$ cat src/msadpcm_pkg.sv
// Shared types, constants and the step adaptation table for the
// MS ADPCM block decoder. No dependencies.
package msadpcm_pkg;

    // Coefficient pair indices at or above this count are clamped to the last pair
    localparam int NUM_COEF_PAIRS = 7;

    localparam int CFG_IDX_W = 3;
    localparam logic [CFG_IDX_W-1:0] CFG_STEREO     = 3'd0;
    localparam logic [CFG_IDX_W-1:0] CFG_SPB        = 3'd1;
    localparam logic [CFG_IDX_W-1:0] CFG_COEF_A     = 3'd2;
    localparam logic [CFG_IDX_W-1:0] CFG_COEF_B     = 3'd3;
    localparam logic [CFG_IDX_W-1:0] CFG_COEF_C     = 3'd4;
    localparam logic [CFG_IDX_W-1:0] CFG_COEF_D     = 3'd5;

    localparam logic [3:0] HDR_LEN_MONO   = 4'd7;
    localparam logic [3:0] HDR_LEN_STEREO = 4'd14;

    // Header field numbers after the predictor bytes
    localparam logic [1:0] FIELD_DELTA   = 2'd0;
    localparam logic [1:0] FIELD_SAMPLE1 = 2'd1;

    localparam logic [15:0] DELTA_RESET = 16'd16;
    localparam logic [15:0] SPB_RESET   = 16'd2;
    localparam logic [15:0] SD_AFTER_HDR = 16'd2;

    localparam logic signed [18:0] DELTA_MIN = 19'sd16;
    localparam logic signed [18:0] DELTA_MAX = 19'sd32767;
    localparam logic signed [25:0] SAMPLE_MAX = 26'sd32767;
    localparam logic signed [25:0] SAMPLE_MIN = -26'sd32768;

    typedef struct packed {
        logic [15:0] prev;
        logic [15:0] older;
        logic [15:0] delta;
    } chan_state_t;

    function automatic logic [9:0] adapt_factor(input logic [3:0] code);
        logic [9:0] f;
        case (code)
            4'd4, 4'd12:  f = 10'd307;
            4'd5, 4'd11:  f = 10'd409;
            4'd6, 4'd10:  f = 10'd512;
            4'd7, 4'd9:   f = 10'd614;
            4'd8:         f = 10'd768;
            default:      f = 10'd230;
        endcase
        return f;
    endfunction

endpackage

$ cat src/ms_adpcm_block_decoder.sv
// MS ADPCM block decoder top level: header parser, nibble sequencer, output register.
// Depends on msadpcm_pkg and msadpcm_nibble_dec.
//
//   port group   dir  handshake            payload
//   in           in   in_valid/in_stall    data_byte, block_start
//   out          out  out_valid/out_stall  sample, channel, last_of_item
//   cfg          in   cfg_valid/cfg_ready  cfg_index, cfg_data
//
// A header byte completing a channel's sample2 emits sample2 and then sample1.
// A data byte is decoded one nibble per cycle while the output has room, high
// nibble first, through the single nibble decoder, state updated in place; in
// mono the low nibble is skipped when only one sample is still due. A byte with
// no result retires without waiting for output room. Async active-low reset puts
// the block in its idle, decoded-nothing state; cfg_ready is always high.
// out_stall holds the sequencer only on cycles that produce a sample.
module ms_adpcm_block_decoder
#(
    parameter int NUM_COEF_PAIRS = msadpcm_pkg::NUM_COEF_PAIRS
)
(
    input  logic                  clk,
    input  logic                  rst_n,

    input  logic                  in_valid,
    output logic                  in_stall,
    input  logic [7:0]            data_byte,
    input  logic                  block_start,

    output logic                  out_valid,
    input  logic                  out_stall,
    output logic signed [15:0]    sample,
    output logic                  channel,
    output logic                  last_of_item,

    input  logic                  cfg_valid,
    output logic                  cfg_ready,
    input  logic [msadpcm_pkg::CFG_IDX_W-1:0] cfg_index,
    input  logic [63:0]           cfg_data
);

    // configuration
    logic        stereo_reg;
    logic [15:0] spb_reg;
    logic [63:0] coef_reg [4];

    // decoder state
    logic [3:0]               hdr_pos_reg,   hdr_pos_next;
    logic [7:0]               low_hold_reg,  low_hold_next;
    logic [2:0]               coef_idx_reg  [2];
    logic [2:0]               coef_idx_next [2];
    msadpcm_pkg::chan_state_t chan_reg      [2];
    msadpcm_pkg::chan_state_t chan_next     [2];
    logic [15:0]              sd_reg,        sd_next;

    // work stage
    logic       work_valid_reg, work_valid_next;
    logic [7:0] work_byte_reg;
    logic       work_start_reg;
    logic       phase_reg,     phase_next;
    logic       pend_hdr_reg,  pend_hdr_next;
    logic       pend_ch_reg,   pend_ch_next;

    // output register
    logic        out_valid_reg, out_valid_next;
    logic [15:0] sample_reg;
    logic        channel_reg;
    logic        last_reg;

    logic        accept;
    logic        done;
    logic        emit;
    logic [15:0] emit_sample;
    logic        emit_ch;
    logic        emit_last;
    logic        out_free;

    logic        dec_ch;
    logic [3:0]  dec_code;
    logic [2:0]  dec_idx;
    logic [63:0] dec_coef_word;
    logic [31:0] dec_pair;
    logic [15:0] dec_sample;
    logic [15:0] dec_delta;

    logic [3:0]  hp;
    logic [3:0]  hdr_len;
    logic [3:0]  nch;
    logic [3:0]  q;
    logic [1:0]  field;
    logic        hch;
    logic [15:0] hval;
    logic [7:0]  coef_clamped;

    assign cfg_ready = 1'b1;

    always_ff @(posedge clk or negedge rst_n)
    begin
        if (!rst_n)
        begin
            stereo_reg  <= 1'b0;
            spb_reg     <= msadpcm_pkg::SPB_RESET;
            coef_reg[0] <= '0;
            coef_reg[1] <= '0;
            coef_reg[2] <= '0;
            coef_reg[3] <= '0;
        end
        else if (cfg_valid && cfg_ready)
        begin
            case (cfg_index)
                msadpcm_pkg::CFG_STEREO: stereo_reg  <= cfg_data[0];
                msadpcm_pkg::CFG_SPB:    spb_reg     <= cfg_data[15:0];
                msadpcm_pkg::CFG_COEF_A: coef_reg[0] <= cfg_data;
                msadpcm_pkg::CFG_COEF_B: coef_reg[1] <= cfg_data;
                msadpcm_pkg::CFG_COEF_C: coef_reg[2] <= cfg_data;
                msadpcm_pkg::CFG_COEF_D: coef_reg[3] <= cfg_data;
                default: ;
            endcase
        end
    end

    // nibble decoder: high nibble of channel 0 first, then low nibble
    assign dec_ch        = phase_reg ? pend_ch_reg : 1'b0;
    assign dec_code      = phase_reg ? work_byte_reg[3:0] : work_byte_reg[7:4];
    assign dec_idx       = coef_idx_reg[dec_ch];
    assign dec_coef_word = coef_reg[dec_idx[2:1]];
    assign dec_pair      = dec_idx[0] ? dec_coef_word[63:32] : dec_coef_word[31:0];

    msadpcm_nibble_dec u_nibble_dec
    (
        .code       (dec_code),
        .st         (chan_reg[dec_ch]),
        .coef1      (dec_pair[15:0]),
        .coef2      (dec_pair[31:16]),
        .new_sample (dec_sample),
        .new_delta  (dec_delta)
    );

    // header decode of the current byte
    assign hp       = work_start_reg ? 4'd0 : hdr_pos_reg;
    assign hdr_len  = stereo_reg ? msadpcm_pkg::HDR_LEN_STEREO : msadpcm_pkg::HDR_LEN_MONO;
    assign nch      = stereo_reg ? 4'd2 : 4'd1;
    assign q        = hp - nch;
    assign field    = stereo_reg ? q[3:2] : q[2:1];
    assign hch      = stereo_reg ? q[1] : 1'b0;
    assign hval     = {work_byte_reg, low_hold_reg};
    assign coef_clamped = (work_byte_reg > 8'(NUM_COEF_PAIRS - 1))
                        ? 8'(NUM_COEF_PAIRS - 1) : work_byte_reg;

    assign out_free = !out_valid_reg || !out_stall;

    always_comb
    begin
        hdr_pos_next     = hdr_pos_reg;
        low_hold_next    = low_hold_reg;
        coef_idx_next[0] = coef_idx_reg[0];
        coef_idx_next[1] = coef_idx_reg[1];
        chan_next[0]     = chan_reg[0];
        chan_next[1]     = chan_reg[1];
        sd_next          = sd_reg;
        phase_next       = phase_reg;
        pend_hdr_next    = pend_hdr_reg;
        pend_ch_next     = pend_ch_reg;
        done             = 1'b0;
        emit             = 1'b0;
        emit_sample      = dec_sample;
        emit_ch          = dec_ch;
        emit_last        = 1'b1;

        if (work_valid_reg)
        begin
            if (!phase_reg)
            begin
                if (hp < hdr_len)
                begin
                    // sample2 completion yields two beats, so it waits for room
                    if (hp >= nch && q[0] && field > msadpcm_pkg::FIELD_SAMPLE1)
                    begin
                        if (out_free)
                        begin
                            chan_next[hch].older = hval;
                            emit          = 1'b1;
                            emit_sample   = hval;
                            emit_ch       = hch;
                            emit_last     = 1'b0;
                            phase_next    = 1'b1;
                            pend_hdr_next = 1'b1;
                            pend_ch_next  = hch;
                        end
                    end
                    else
                    begin
                        done = 1'b1;
                        if (hp < nch)
                            coef_idx_next[hp[0]] = coef_clamped[2:0];
                        else if (!q[0])
                            low_hold_next = work_byte_reg;
                        else if (field == msadpcm_pkg::FIELD_DELTA)
                            chan_next[hch].delta = hval;
                        else
                            chan_next[hch].prev = hval;
                    end

                    if (done || (out_free && !done))
                    begin
                        hdr_pos_next = hp + 4'd1;
                        if (hp + 4'd1 == hdr_len)
                            sd_next = msadpcm_pkg::SD_AFTER_HDR;
                    end
                end
                else if (sd_reg < spb_reg)
                begin
                    if (out_free)
                    begin
                        chan_next[0].older = chan_reg[0].prev;
                        chan_next[0].prev  = dec_sample;
                        chan_next[0].delta = dec_delta;
                        sd_next            = sd_reg + 16'd1;
                        emit               = 1'b1;
                        pend_hdr_next      = 1'b0;
                        pend_ch_next       = stereo_reg;
                        if (stereo_reg || (17'(sd_reg) + 17'd1 < 17'(spb_reg)))
                        begin
                            emit_last  = 1'b0;
                            phase_next = 1'b1;
                        end
                        else
                        begin
                            done = 1'b1;
                        end
                    end
                end
                else
                begin
                    // block already full: byte yields nothing
                    done = 1'b1;
                end
            end
            else if (out_free)
            begin
                emit       = 1'b1;
                done       = 1'b1;
                phase_next = 1'b0;
                if (pend_hdr_reg)
                begin
                    emit_sample = chan_reg[pend_ch_reg].prev;
                    emit_ch     = pend_ch_reg;
                end
                else
                begin
                    chan_next[pend_ch_reg].older = chan_reg[pend_ch_reg].prev;
                    chan_next[pend_ch_reg].prev  = dec_sample;
                    chan_next[pend_ch_reg].delta = dec_delta;
                    if (!pend_ch_reg)
                        sd_next = sd_reg + 16'd1;
                end
            end
        end
    end

    assign in_stall = work_valid_reg && !done;
    assign accept   = in_valid && !in_stall;

    always_comb
    begin
        if (accept)
            work_valid_next = 1'b1;
        else if (done)
            work_valid_next = 1'b0;
        else
            work_valid_next = work_valid_reg;

        if (emit)
            out_valid_next = 1'b1;
        else if (!out_stall)
            out_valid_next = 1'b0;
        else
            out_valid_next = out_valid_reg;
    end

    always_ff @(posedge clk or negedge rst_n)
    begin
        if (!rst_n)
        begin
            hdr_pos_reg     <= '0;
            low_hold_reg    <= '0;
            coef_idx_reg[0] <= '0;
            coef_idx_reg[1] <= '0;
            chan_reg[0]     <= '{prev: 16'd0, older: 16'd0, delta: msadpcm_pkg::DELTA_RESET};
            chan_reg[1]     <= '{prev: 16'd0, older: 16'd0, delta: msadpcm_pkg::DELTA_RESET};
            sd_reg          <= '0;
            work_valid_reg  <= 1'b0;
            phase_reg       <= 1'b0;
            pend_hdr_reg    <= 1'b0;
            pend_ch_reg     <= 1'b0;
            out_valid_reg   <= 1'b0;
        end
        else
        begin
            hdr_pos_reg     <= hdr_pos_next;
            low_hold_reg    <= low_hold_next;
            coef_idx_reg[0] <= coef_idx_next[0];
            coef_idx_reg[1] <= coef_idx_next[1];
            chan_reg[0]     <= chan_next[0];
            chan_reg[1]     <= chan_next[1];
            sd_reg          <= sd_next;
            work_valid_reg  <= work_valid_next;
            phase_reg       <= phase_next;
            pend_hdr_reg    <= pend_hdr_next;
            pend_ch_reg     <= pend_ch_next;
            out_valid_reg   <= out_valid_next;
        end
    end

    // payload registers
    always_ff @(posedge clk)
    begin
        if (accept)
        begin
            work_byte_reg  <= data_byte;
            work_start_reg <= block_start;
        end
        if (emit)
        begin
            sample_reg  <= emit_sample;
            channel_reg <= emit_ch;
            last_reg    <= emit_last;
        end
    end

    assign out_valid    = out_valid_reg;
    assign sample       = sample_reg;
    assign channel      = channel_reg;
    assign last_of_item = last_reg;

endmodule

$ cat src/msadpcm_nibble_dec.sv
// Decodes one 4-bit ADPCM code: prediction, step add with clamp, delta adapt.
// Purely combinational. Depends on msadpcm_pkg.
module msadpcm_nibble_dec
(
    input  logic [3:0]                code,
    input  msadpcm_pkg::chan_state_t  st,
    input  logic signed [15:0]        coef1,
    input  logic signed [15:0]        coef2,
    output logic [15:0]               new_sample,
    output logic [15:0]               new_delta
);

    logic signed [15:0] s1;
    logic signed [15:0] s2;
    logic signed [15:0] d;
    logic signed [31:0] p1;
    logic signed [31:0] p2;
    logic signed [32:0] psum;
    logic signed [32:0] psum_adj;
    logic signed [24:0] pred;
    logic signed [4:0]  nib;
    logic signed [20:0] dstep;
    logic signed [25:0] nv;
    logic signed [10:0] factor;
    logic signed [26:0] dprod;
    logic signed [18:0] dscaled;

    assign s1  = st.prev;
    assign s2  = st.older;
    assign d   = st.delta;
    assign nib = {code[3], code};

    assign p1   = s1 * coef1;
    assign p2   = s2 * coef2;
    assign psum = 33'(p1) + 33'(p2);
    // divide by 256 rounding toward zero
    assign psum_adj = psum[32] ? psum + 33'sd255 : psum;
    assign pred     = 25'(psum_adj >>> 8);

    assign dstep = d * nib;
    assign nv    = 26'(pred) + 26'(dstep);

    always_comb
    begin
        if (nv > msadpcm_pkg::SAMPLE_MAX)
            new_sample = 16'h7fff;
        else if (nv < msadpcm_pkg::SAMPLE_MIN)
            new_sample = 16'h8000;
        else
            new_sample = nv[15:0];
    end

    // negative products land below the floor either way, so a plain shift does
    assign factor  = $signed({1'b0, msadpcm_pkg::adapt_factor(code)});
    assign dprod   = d * factor;
    assign dscaled = 19'(dprod >>> 8);

    always_comb
    begin
        if (dscaled < msadpcm_pkg::DELTA_MIN)
            new_delta = 16'd16;
        else if (dscaled > msadpcm_pkg::DELTA_MAX)
            new_delta = 16'd32767;
        else
            new_delta = dscaled[15:0];
    end

endmodule

$ cat config.mk
export PLATFORM = sky130hd
export DESIGN_NAME = ms_adpcm_block_decoder
export DESIGN_NICKNAME = d
export VERILOG_FILES = /design/src/msadpcm_pkg.sv /design/src/ms_adpcm_block_decoder.sv /design/src/msadpcm_nibble_dec.sv
export SDC_FILE = /design/constraint.sdc
export NUM_CORES = 2
export LEC_CHECK = 0
export ABC_AREA = 0
export BUFFER_PORTS_ARGS = -buffer_cell sky130_fd_sc_hd__clkbuf_2
export CAP_MARGIN = 40
export CORE_ASPECT_RATIO = 0.7
export CORE_MARGIN = 3
export CORE_UTILIZATION = 32
export DETAILED_ROUTE_END_ITERATION = 16
export PLACE_DENSITY = 0.44
export RECOVER_POWER = 25
export SLEW_MARGIN = 15
export SYNTH_ARGS = -nofsm -noshare
export SYNTH_HDL_FRONTEND = slang
export SYNTH_HIERARCHICAL = 1
export SYNTH_SLANG_ARGS = --single-unit
$ cat constraint.sdc
create_clock -name clk -period 35.6 [get_ports clk]
set_input_delay 7.12 -clock clk [delete_from_list [all_inputs] [get_ports clk]]
set_output_delay 7.12 -clock clk [all_outputs]
set_load 0.005 [all_outputs]
# Yosys cells after proc, flatten, opt, wreduce, memory -nomap -nowiden
# Memory sizes are Yosys's and may differ from the RTL's.
# Cells that the tools add are included.
[totals] reg_bits=435 romBits=160 inputBits=81 out_inout_bits=21 mem_count=1
[mem_list] name="(name not given)" depth=16 word_bits=10 rd=1 rd_clocked_by_memory_dff=0 write_ports=0 line="msadpcm_pkg.sv:40" source="case (code)"
[op_classes] addsub=7 multipliers=4 magnitude_cmp=19 n_eq_ne=17 muxes=122 bitwise_logic=10 reduce_logical=38
[ops] operator="96-bit two-way mux" count=8
[ops] operator="96-bit bitwise mux" count=6
[ops] operator="48-bit two-way mux" count=12
[ops] operator="16-bit two-way mux" count=22
[ops] operator="48-bit demux with 1-bit select" count=6
[ops] operator="64-bit binary-select mux with 2-bit select" count=1
[ops] operator="64-bit two-way mux" count=2
[ops] operator="32-bit two-way mux" count=3
[ops] operator="16-bit by 16-bit multiplier with 32-bit output" count=2
[ops] operator="1-bit two-way mux" count=49
[ops] operator="32-bit by 32-bit adder with 33-bit output" count=1
[ops] operator="33-bit by 9-bit adder with 33-bit output, second input constant" count=1
[ops] operator="33-bit two-way mux" count=1
[ops] operator="16-bit by 11-bit multiplier with 27-bit output" count=1
[ops] operator="25-bit by 20-bit adder with 26-bit output" count=1
[ops] operator="26-bit by 16-bit > comparator with 1-bit output, second input constant" count=1
[ops] operator="26-bit by 16-bit less-than comparator with 1-bit output, second input constant" count=1
[ops] operator="16-bit by 4-bit multiplier with 20-bit output" count=1
[ops] operator="19-bit by 16-bit > comparator with 1-bit output, second input constant" count=1
[ops] operator="19-bit by 6-bit less-than comparator with 1-bit output, second input constant" count=1
[ops] operator="16-bit by 1-bit adder with 17-bit output, second input constant" count=1
[ops] operator="17-bit by 16-bit less-than comparator with 1-bit output" count=1
[ops] operator="16-bit by 1-bit adder with 16-bit output, second input constant" count=1
[ops] operator="16-bit less-than comparator" count=1
[ops] operator="42 further kinds" count=92

# Longest topological paths before layout
[logic_depth] depth_word=23 depth_mapped=58 mapped_depth_nobuf=51

# Hierarchy
# The synthesis kept the hierarchy.
[modules_own_cells] module="msadpcm_nibble_dec" n_inst=1 cells_each=3374 area_per_inst_um2=30651.9
[modules_own_cells] module="ms_adpcm_block_decoder" n_inst=1 cells_each=1746 area_per_inst_um2=21783.4

# Worst setup path after synthesis
# No wires, ideal clock.
[synth_path] path_kind="input to output" start="in out_stall" end="out in_stall" arrival_time_ps=7564 required_time_ps=28480 slack_ps=20916 cell_stages=2 cell_sequence="nand2_1 -> a211oi_1"
[synth_via] elab_chain_cells=9 word_cells_on_any_way=10 classes_between="mux: 6; reduce/logical: 4"
[synth_lines] element="start, declared" line="ms_adpcm_block_decoder.sv:30" source="input logic out_stall,"
[synth_lines] element="1-bit logical NOT *"
[synth_lines] element="1-bit logical OR *" line="ms_adpcm_block_decoder.sv:149" source="assign out_free = !out_valid_reg || !out_stall;"
[synth_lines] element="1-bit two-way mux" line="ms_adpcm_block_decoder.sv:212" source="if (out_free)"
[synth_lines] element="1-bit two-way mux" line="ms_adpcm_block_decoder.sv:210" source="else if (sd_reg < spb_reg)"
[synth_lines] element="1-bit two-way mux" line="ms_adpcm_block_decoder.sv:173" source="if (hp < hdr_len)"
[synth_lines] element="1-bit two-way mux *" line="ms_adpcm_block_decoder.sv:171" source="if (!phase_reg)"
[synth_lines] element="1-bit two-way mux *" line="ms_adpcm_block_decoder.sv:169" source="if (work_valid_reg)"
[synth_lines] element="1-bit logical NOT *" line="ms_adpcm_block_decoder.sv:260" source="assign in_stall = work_valid_reg && !done;"
[synth_lines] element="1-bit logical AND *" line="ms_adpcm_block_decoder.sv:260"
[synth_lines] element="end, declared" line="ms_adpcm_block_decoder.sv:25" source="output logic in_stall,"
# Mark *: on every way between the ends. The rest lies on a longest branch, timed or not.

# Worst setup path after layout
[layout_path] start="reg pend_ch_reg" end="reg sample_reg[1], in the netlist sample[1] (data pin)"
[layout_via] elab_chain_cells=23 word_cells_on_any_way=35 classes_between="add/sub: 3; mul: 3; order compare: 2; mux: 24; bitwise: 3"
[layout_lines] element="start, declared" line="ms_adpcm_block_decoder.sv:61" source="logic pend_ch_reg, pend_ch_next;"
[layout_lines] element="start signal, assigned" line="ms_adpcm_block_decoder.sv:309" source="pend_ch_reg <= pend_ch_next;"
[layout_lines] element="1-bit two-way mux *" line="ms_adpcm_block_decoder.sv:122" source="assign dec_ch = phase_reg ? pend_ch_reg : 1'b0;"
[layout_lines] element="1-bit NOT with 2-bit output (not written as such) *" line="ms_adpcm_block_decoder.sv:124" source="assign dec_idx = coef_idx_reg[dec_ch];"
[layout_lines] element="3-bit two-way mux (not written as such) * (3 in a row)" line="ms_adpcm_block_decoder.sv:124"
[layout_lines] element="2-bit NOT with 3-bit output (not written as such)" line="ms_adpcm_block_decoder.sv:125" source="assign dec_coef_word = coef_reg[dec_idx[2:1]];"
[layout_lines] element="64-bit binary-select mux with 2-bit select" line="ms_adpcm_block_decoder.sv:125"
[layout_lines] element="64-bit two-way mux (not written as such) (2 in a row)" line="ms_adpcm_block_decoder.sv:125"
[layout_lines] element="32-bit two-way mux *" line="ms_adpcm_block_decoder.sv:126" source="assign dec_pair = dec_idx[0] ? dec_coef_word[63:32] : dec_coef_word[31:0];"
[layout_lines] element="via dec_pair[31]" line="ms_adpcm_block_decoder.sv:81" source="logic [31:0] dec_pair;"
[layout_lines] element="[... 7 more ...]"
[layout_lines] element="16-bit two-way mux *" line="msadpcm_nibble_dec.sv:45" source="if (nv > msadpcm_pkg::SAMPLE_MAX)"
[layout_lines] element="via dec_sample[1]" line="ms_adpcm_block_decoder.sv:82" source="logic [15:0] dec_sample;"
[layout_lines] element="16-bit two-way mux" line="ms_adpcm_block_decoder.sv:178" source="if (out_free)"
[layout_lines] element="16-bit two-way mux" line="ms_adpcm_block_decoder.sv:176" source="if (hp >= nch && q[0] && field > msadpcm_pkg::FIELD_SAMPLE1)"
[layout_lines] element="16-bit two-way mux" line="ms_adpcm_block_decoder.sv:173"
[layout_lines] element="16-bit two-way mux" line="ms_adpcm_block_decoder.sv:171"
[layout_lines] element="16-bit two-way mux *" line="ms_adpcm_block_decoder.sv:169"
[layout_lines] element="via emit_sample[1]" line="ms_adpcm_block_decoder.sv:72" source="logic [15:0] emit_sample;"
[layout_lines] element="end signal, assigned" line="ms_adpcm_block_decoder.sv:324" source="sample_reg <= emit_sample;"
[layout_lines] element="end, declared" line="ms_adpcm_block_decoder.sv:65" source="logic [15:0] sample_reg;"
# Mark *: on every way through the listed nets, which the timed path passes. The rest lies on a longest branch. The select of a mux whose other input is x is not followed.
# A chain may end at the register's enable or synchronous reset.

==> flow_summary.ini <==
[floorplan]
start_util_pct = 32.42
core-area_um2 = 161700
die_h_um = 344.7
rows = 123
die_area_um2 = 168800
ios = 102
die_w_um = 489.8

[sta]
period_minus_slack_ps = 17120
skew_ps = 23.13
hold_viol = 0
hold-worst-slack_ps = 485.5
tightest_slew_ps = 3605
slew_viol_final = 209
setup-violations-final = 0
period_share_pct = 48.09
rsz0062_at_grt = no
setup_tns_ps = 0
maxClockFrequency_mhz = 58.41
slew_headroom_pct = -140.3

[drt]
wire_per_inst_um = 20.55
vias = 35640
routed_wirelength_mm = 151.0
via_per_inst = 4.852
drc_errors = 0
firstDrtPassIters = 6
ant_nets = 0
drt_iter0_drc = 1956

[outcome]
violations = capacitance limit, slew limit
status = finished with violations

[hold_path]
hold-path-cell-count = 2
min_path_type = reg -> reg

[cells_and_area]
synthToLayoutAreaGrowth_pct = 9.657
largest_register_ffs = 256
postLayoutCellArea_um2 = 57500
fin_nets = 6287
drive_above_1_share_pct = 14.20

[logic_synthesis]
async_reset_ff_share_pct = 93.79
yosys_warnings = 6
yosysMostFrequentCell = inv_1
yosysSeqAreaShare_pct = 21.02
synth-edff-count = 27
yosys_most_used_dff = dfrtp_1
synth_seq_cells = 435
yosysTopAreaCell = fa_1
synthCells = 5120
synth_fp_nets = 6291
yosysTopAreaCellShare_pct = 30.20
yosys.cell_types.count = 108
netlist_area_um2 = 52440
syn_area_per_cell_um2 = 10.24
synth_commonest_cells = 924 x inv_1, 791 x fa_1, 537 x nand2_1, 405 x dfrtp_1, 388 x and2_1
yosys-top-cells-area = fa_1 30%, dfrtp_1 19%, mux2_2 7.4%

[global_route]
grt_pass1_vias = 37670
grt_antenna_before_repair = 7
grt_pass1_wl_mm = 239.6
grt.total_usage_pct = 18.31
grt_max_degree = 164
grt_overflow = 0

[setup_path]
regToRegSetupSlack_ps = 18480
cpMostUsedCell = fa_1
rr_startpoint = pend_ch_reg
critical_path_peak_fanout = 45
critPathRequiredTime_ps = 36050
cp-startpoint = pend_ch_reg
reg2reg_depth = 51
critical_path.slowest_cell = clkinv_1
r2r-end = sample[1]
cp.arrival_ps = 17570
setup.worst_path.class = reg -> reg
critPathMaxStageDelay_ps = 660
startpoint_type = flop
crit_end = sample[1]
cp-end-kind = flop

[clock_network]
cts_resized = 0
root_buffer = clkbuf_16
post_cts_buffers = 0
cts_sinks = 435
cts_hold_buf = 0
cts_made_buffers = 49
path_clk_slew_ps = 60
cts_tree = yes
htree_levels = 2
clockBufferDepth = 3
insertion_delay_ps = 610

[place]
portBuffers = 100
place_area_um2 = 55760
gp_routability_congestion = 0.8157
dp_hpwl_mm = 121.3

[flow_run]
drv_cap = 5
[how the worst min path moves through the flow]
| stage | from | endpoint | slack [ps] |
|---|---|---|---|
| finish | chan_reg[24] | chan_reg[24] | 490 |
| CTS | chan_reg[18] | chan_reg[18] | 490 |
| floorplan | chan_reg[16] | chan_reg[16] | 450 |
| global placement | chan_reg[21] | chan_reg[21] | 470 |
| detailed placement | chan_reg[18] | chan_reg[18] | 480 |
| global route | chan_reg[16] | chan_reg[16] | 500 |
[cell families (layout without fill, tap and decap cells)]
logic type | Yosys count | in the layout | synth area share, %
XOR/XNOR | 126 | 126 | 2.105
flip-flops | 435 | 435 | 21.02
AND/OR/NAND/NOR | 1289 | 1289 | 12.44
AO/OA/AOI/OAI | 548 | 548 | 7.213
adder cells (fa/ha/maj) | 1090 | 1090 | 37.33
multiplexers | 465 | 465 | 11.37
buffers and inverters | 1165 | 1201 | 8.495
other | 2 | 5 | 0.01432
[routing by layer]
metal / global-route usage [%] / vias to the layer above / wire length [um]
met3: 2.131 / 80 / 6281
li1: - / 16330 / -
met5: 0 / - / 0
met1: 29.82 / 18620 / 80530
met4: 1.940 / 0 / 1618
met2: 26.41 / 616 / 62530
[layout by cell type, fill, tap and decap left out, types with 30 or more instances in the layout]
cell type  count
a21oi_1      120
o21ai_0       76
clkbuf_2      95
fa_1         791
xor2_1        39
a22oi_1       64
nand2_1      536
a22o_1        67
dfrtp_1      405
ha_1         299
buf_4         43
mux4_2        64
inv_1        924
nand2b_1      46
and2_1       387
o21ai_1       30
a21o_1        43
clkbuf_16     49
mux2_2       346
nand3_1       32
nor3_1        35
nor2_1       114
xnor2_1       87
[layout make-up]
cell class | count | area (um^2)
Antenna cell | 3 | 7.507
Fill cell | 16300 | 104200
Clock inverter | 32 | 454.2
Inverter | 927 | 3480
Tap cell | 2187 | 2736
Clock buffer | 59 | 1304
Timing Repair Buffer | 183 | 1460
Sequential cell | 435 | 11020
Multi-Input combinational cell | 3520 | 37030
[worst max-delay path: cells and delay by family, from the launching register on]
| kind | cells | cell delay (ps) |
|---|---|---|
| adders and majority gates | 13 | 6070 |
| buffers and inverters | 10 | 2950 |
| and+or+nand+nor | 9 | 2590 |
| DFF | 1 | 320 |
| AOI/OAI and AO/OA | 14 | 3470 |
| xor gates and xnor gates | 2 | 410 |
| muxes | 3 | 1000 |
[stage by stage]
stage / std cells / setup slack [ps] / util [%]
after floorplan: 5120 / 20920 / -
after global placement: 7218 / 18040 / 34.13
after detailed placement: 7246 / 18360 / 34.48
after CTS: 7337 / 18300 / 35.56
after global routing: 7344 / 17220 / 35.55
final: 7346 / 18480 / 35.55
Power is left out: the tool's default activity adds up to more than one toggle a clock period on the data nets, which glitch-free logic cannot reach.
